===== config.mk =====
export PLATFORM = sky130hd
export DESIGN_NAME = srp_ctrl
export DESIGN_NICKNAME = d
export VERILOG_FILES = /design/src/sv/srp_pkg.sv /design/src/sv/srp_ctrl.sv
export SDC_FILE = /design/constraint.sdc
export NUM_CORES = 1
export LEC_CHECK = 0
export BUFFER_PORTS_ARGS = -buffer_cell sky130_fd_sc_hd__buf_2
export CORE_AREA = 5 5 42 44
export DETAILED_ROUTE_END_ITERATION = 10
export DIE_AREA = 0 0 47 49
export PLACE_DENSITY = 0.75
export SLEW_MARGIN = 20
export SYNTH_ARGS = -nofsm -noshare
export SYNTH_HDL_FRONTEND = slang
export SYNTH_SLANG_ARGS = --single-unit

===== constraint.sdc =====
create_clock -name clk_i -period 2.5 [get_ports clk_i]
set_input_delay 0.25 -clock clk_i [delete_from_list [all_inputs] [get_ports clk_i]]
set_output_delay 0.25 -clock clk_i [all_outputs]
set_load 0.01 [all_outputs]

===== src/sv/srp_pkg.sv =====
package srp_pkg;

  localparam int MAX_RECTS   = 64;
  localparam int SIZE_BITS   = 13;
  localparam int IDX_W       = $clog2(MAX_RECTS);
  localparam int CNT_W       = IDX_W + 1;
  localparam int CW          = 22;
  localparam int OUT_W       = 20;
  localparam int PROD_W      = 2 * SIZE_BITS;
  localparam int TOT_W       = PROD_W + IDX_W + 1;
  localparam int SQ_W        = (TOT_W + 1) / 2;
  localparam int SQV_W       = 2 * SQ_W;
  localparam int REM_W       = SQ_W + 2;
  localparam int SQC_W       = $clog2(SQ_W);
  localparam int GROW_DIV    = 100;
  localparam int GROW_SHIFT  = 28;
  localparam int GROW_RECIP  = (1 << GROW_SHIFT) / GROW_DIV;
  localparam int GROW_RW     = 22;
  localparam int GPROD_W     = CW + GROW_RW;
  localparam int QUO_W       = CW - 6;

  typedef enum logic [4:0] {
    OP_IDLE,
    OP_LOAD,
    OP_RANK_INIT,
    OP_RANK_RDI,
    OP_RANK_HI,
    OP_RANK_RDJ,
    OP_RANK_CMP,
    OP_RANK_WR,
    OP_AREA_INIT,
    OP_AREA_RD,
    OP_AREA_MUL,
    OP_AREA_ACC,
    OP_SQ_INIT,
    OP_SQ_STEP,
    OP_PACK_INIT,
    OP_PACK_RDS,
    OP_PACK_RDI,
    OP_PACK_EVAL,
    OP_GROW_MUL,
    OP_GROW_SET,
    OP_OUT_INIT,
    OP_OUT_RDS,
    OP_OUT_RDP,
    OP_OUT_EMIT
  } dp_op_e;

  typedef enum logic [4:0] {
    ST_IDLE,
    ST_RK_INIT,
    ST_RK_RDI,
    ST_RK_HI,
    ST_RK_RDJ,
    ST_RK_CMP,
    ST_RK_WR,
    ST_AR_INIT,
    ST_AR_RD,
    ST_AR_MUL,
    ST_AR_ACC,
    ST_SQ_INIT,
    ST_SQ_STEP,
    ST_PK_INIT,
    ST_PK_RDS,
    ST_PK_RDI,
    ST_PK_EVAL,
    ST_GR_MUL,
    ST_GR_SET,
    ST_OUT_INIT,
    ST_OUT_RDS,
    ST_OUT_RDP,
    ST_OUT_EMIT
  } ctl_state_e;

  typedef struct packed {
    logic i_last;
    logic j_last;
    logic k_last;
    logic sq_last;
    logic fail;
  } dp_stat_t;

endpackage


===== src/sv/srp_ctrl.sv =====
module srp_ctrl
  import srp_pkg::*;
(
  input  logic     clk_i,
  input  logic     rst_ni,
  input  logic     start,
  input  logic     final_rect_i,
  input  dp_stat_t stat_i,
  output dp_op_e   op_o,
  output logic     busy
);

  ctl_state_e state_q, state_d;

  always_ff @(posedge clk_i or negedge rst_ni) begin
    if (!rst_ni) begin
      state_q <= ST_IDLE;
    end else begin
      state_q <= state_d;
    end
  end

  assign busy = (state_q != ST_IDLE);

  always_comb begin
    state_d = state_q;
    op_o    = OP_IDLE;
    case (state_q)
      ST_IDLE: begin
        if (start) begin
          op_o = OP_LOAD;
          if (final_rect_i) state_d = ST_RK_INIT;
        end
      end
      ST_RK_INIT: begin
        op_o    = OP_RANK_INIT;
        state_d = ST_RK_RDI;
      end
      ST_RK_RDI: begin
        op_o    = OP_RANK_RDI;
        state_d = ST_RK_HI;
      end
      ST_RK_HI: begin
        op_o    = OP_RANK_HI;
        state_d = ST_RK_RDJ;
      end
      ST_RK_RDJ: begin
        op_o    = OP_RANK_RDJ;
        state_d = ST_RK_CMP;
      end
      ST_RK_CMP: begin
        op_o    = OP_RANK_CMP;
        state_d = stat_i.j_last ? ST_RK_WR : ST_RK_RDJ;
      end
      ST_RK_WR: begin
        op_o    = OP_RANK_WR;
        state_d = stat_i.i_last ? ST_AR_INIT : ST_RK_RDI;
      end
      ST_AR_INIT: begin
        op_o    = OP_AREA_INIT;
        state_d = ST_AR_RD;
      end
      ST_AR_RD: begin
        op_o    = OP_AREA_RD;
        state_d = ST_AR_MUL;
      end
      ST_AR_MUL: begin
        op_o    = OP_AREA_MUL;
        state_d = ST_AR_ACC;
      end
      ST_AR_ACC: begin
        op_o    = OP_AREA_ACC;
        state_d = stat_i.k_last ? ST_SQ_INIT : ST_AR_RD;
      end
      ST_SQ_INIT: begin
        op_o    = OP_SQ_INIT;
        state_d = ST_SQ_STEP;
      end
      ST_SQ_STEP: begin
        op_o = OP_SQ_STEP;
        if (stat_i.sq_last) state_d = ST_PK_INIT;
      end
      ST_PK_INIT: begin
        op_o    = OP_PACK_INIT;
        state_d = ST_PK_RDS;
      end
      ST_PK_RDS: begin
        op_o    = OP_PACK_RDS;
        state_d = ST_PK_RDI;
      end
      ST_PK_RDI: begin
        op_o    = OP_PACK_RDI;
        state_d = ST_PK_EVAL;
      end
      ST_PK_EVAL: begin
        op_o = OP_PACK_EVAL;
        if (stat_i.fail) begin
          state_d = ST_GR_MUL;
        end else if (stat_i.k_last) begin
          state_d = ST_OUT_INIT;
        end else begin
          state_d = ST_PK_RDS;
        end
      end
      ST_GR_MUL: begin
        op_o    = OP_GROW_MUL;
        state_d = ST_GR_SET;
      end
      ST_GR_SET: begin
        op_o    = OP_GROW_SET;
        state_d = ST_PK_INIT;
      end
      ST_OUT_INIT: begin
        op_o    = OP_OUT_INIT;
        state_d = ST_OUT_RDS;
      end
      ST_OUT_RDS: begin
        op_o    = OP_OUT_RDS;
        state_d = ST_OUT_RDP;
      end
      ST_OUT_RDP: begin
        op_o    = OP_OUT_RDP;
        state_d = ST_OUT_EMIT;
      end
      ST_OUT_EMIT: begin
        op_o    = OP_OUT_EMIT;
        state_d = stat_i.k_last ? ST_IDLE : ST_OUT_RDS;
      end
      default: begin
        state_d = ST_IDLE;
      end
    endcase
  end

endmodule


==> results by group <==
Status
  – Status: finished, final reports clean

Timing
  – Worst Skew: between 0.0015 and 0.002 ns
  – Max Freq: 0.513 GHz
  – Slew HR: 0.616
  – Actual slew at the worst max-slew pin: 0.577 ns
  – Final period utilization: 0.779
  – Final setup fails: 0
  – Final setup TNS: 0 ns
  – RSZ-0062 raised after global routing: false
  – Slew Limit Fails: 0
  – WHS: 0.344 ns
  – Post-layout min period: 1.95 ns
  – Hold Violations, Final: 0

Final layout
  – Nets: 93
  – Top flop regs: state_q (5)
  – Ratio of cells with drive above 1 in the final layout: 0.229
  – Most frequent cells in the layout: 14 x buf_2, 10 x a21oi_1, 8 x nor2_1, 5 x dfrtp_1
  – Commonest non-fill, non-tap cell in the layout: buf_2
  – Register name with the most flops: state_q
  – Fillers: 155
  – Area of the multi-input gates: 358 um^2
  – FF/Latch Area: between 100 and 150 um^2
  – Number of flip-flops in the largest register: 5
  – Inserted Diodes: 0
  – Layout area overhead: 15.6%

CTS
  – CTS tree: built
  – Cts bufs inserted: 3
  – # clock sinks: 5
  – Post-CTS Setup Bufs: 0
  – Root Buffer Master: clkbuf_4
  – Clock transition at the registers of the reported paths: 0.04 ns
  – Post-cts sizing count: 0
  – Cts hold-fix bufs: 1
  – Max clock buf depth: 2
  – Clock Latency Late Sink: 0.24 ns
  – # H-tree levels: 1

Logic synthesis
  – Ys async rst share: 1.00
  – Syn Std Cell Area: 531 um^2
  – Gate count after technology mapping: 72
  – YS warnings: 0
  – Seq/Total Area, Yosys: 0.236
  – Syn Area/Cell: 7.37 um^2
  – Top cells by area, synth: dfrtp_1 24%, a21oi_1 9.4%, nor2_1 5.7%, or3b_1 5.0%, buf_2 4.7%
  – EDFF count, synth: 0
  – Main synth FF type: dfrtp_1
  – #FFs+latches synth: 5
  – Area leader, netlist: dfrtp_1
  – Cell variety after synth: 31
  – Syn nets: 81
  – Yosys top cell area share: 0.236

Die
  – Core box area: 1400 um^2
  – Die Span Y: 49 um
  – I/O pin cnt: 15
  – Die width: 47 um
  – Initial Util: 0.379
  – Row Count: 14
  – Die Area: approximately 2300 um^2

Worst setup path
  – CP bufs+invs: 1
  – Top cell family by delay on the critical path: flip-flops
  – CP Class: flip-flop to output port
  – Worst-path cell chain: nand2_1, or2_2, a22oi_1, buf_2
  – Setup crit start kind: flip-flop
  – Crit path DAT: ~1.7 ns
  – Req. time, crit path: 2.25 ns
  – CP max stage cell: dfrtp_1
  – CP peak stage delay: 0.70 ns
  – Crit end category: output port
  – Crit path max fanout: 20

GRT
  – Initial antenna violation count: 0
  – GR Overflow Total: 0
  – Largest net degree at the start of global routing: 21
  – First-pass GRT wire length: just over 2 mm
  – Total GRT Usage: 0.122
  – Vias in the first global route: 474

Drt
  – Via density: 5.91
  – DRT iter0 DRCs: 13
  – DRC: 0
  – Vias: slightly below 600
  – Final ANT Viol Nets: 0
  – DR WL/cell: 12.8 um
  – Wirelength, routed: ~1.3 mm
  – Drt pass-1 iters: 4

Pwr
  – Peak VDD IR: 561 uV
  – Sequential power share: 0.356
  – Clock network fraction of design power: 0.116
  – Total power divided by cell area: between 1000 and 1500 nW/um^2
  – Leakage: 0.260 nW
  – Comb power frac: 0.528
  – Switch Pwr: 0.404 mW
  – Internal Pwr Total: 0.408 mW
  – Switching portion of total power: 0.497

Placed design
  – Hpwl dp: 854 um
  – Placer congestion estimate: 0.795
  – Port bufs: 14

Hold path
  – Min-delay worst type: primary input to async pin

Job
  – Max-Cap Viols: 0
## path summary, 6_finish.rpt
path                            start          to  slack, ns  depth (start not counted)
max                        state_q[1]     op_o[2]       0.55                          4
max reg2reg                state_q[3]  state_q[0]       0.73                          4
min                            rst_ni  state_q[3]       0.34                          2
max in group asynchronous      rst_ni  state_q[0]       2.03                          2
min reg2reg                state_q[4]  state_q[1]       0.74                          1
min in group clk_i              start  state_q[0]       0.40                          3
## power by group through the flow
stage	clock network, mW	logic [mW]	registers, mW
after floorplan	0	0.485	0.143
after global placement	0	0.429	0.280
after detailed placement	0	0.432	0.282
after CTS	0.0980	0.436	0.282
after global routing	0.108	0.487	0.304
final	0.0944	0.429	0.289
## per-layer routing
layer | wire length (um) | global-route usage | vias to the layer above | part of all wire
met3 | 104 | 0.0480 | 2 | 0.082
met2 | 537 | 0.152 | 23 | 0.42
met4 | 12 | 0.0553 | 0 | 0.0095
met5 | 0 | 0 | - | 0
met1 | 610 | 0.180 | 270 | 0.48
li1 | - | - | 290 | -
## worst reg2reg max path: cells and delay by family (launching register included)
kind / cells / cell delay (ns)
AOI/OAI and AO/OA: 3 / 0.64
and+or+nand+nor: 1 / 0.45
DFF: 1 / 0.56
## Yosys cell counts, drive strengths merged, types with 3 or more instances
master / number
buf: 6
nand2: 4
nand2b: 4
nor2: 8
dfrtp: 5
or3b: 3
o21bai: 3
a21oi: 10
## stage by stage
step                setup slack, ns  instances  total power, mW  area (um^2)  utilization
floorplan                      1.05         72            0.627          531            -
global placement              0.751         94            0.709          577        0.412
detailed placement            0.745         94            0.714          577        0.412
CTS                           0.555         99            0.816          613        0.438
global route                  0.396         99            0.899          613        0.438
finish                        0.552         99            0.812          613        0.438
## kinds of logic (layout without fill, tap and decap cells)
family,count (synthesis),in the layout,share of synthesized area
buffers and inverters,9,20,0.0896
xor gates and xnor gates,2,2,0.0330
DFF,5,5,0.236
and+or+nand+nor,29,29,0.300
AOI/OAI and AO/OA,27,27,0.342
## area by class of cell
cell class	count	area share
multi-input cells	58	0.584
flip-flops and latches	5	0.204
repair buffers	15	0.131
clock buffers	4	0.0429
well taps	16	0.0327
inverters	1	0.00612
Note: power is estimated with default switching activity, not from simulation.
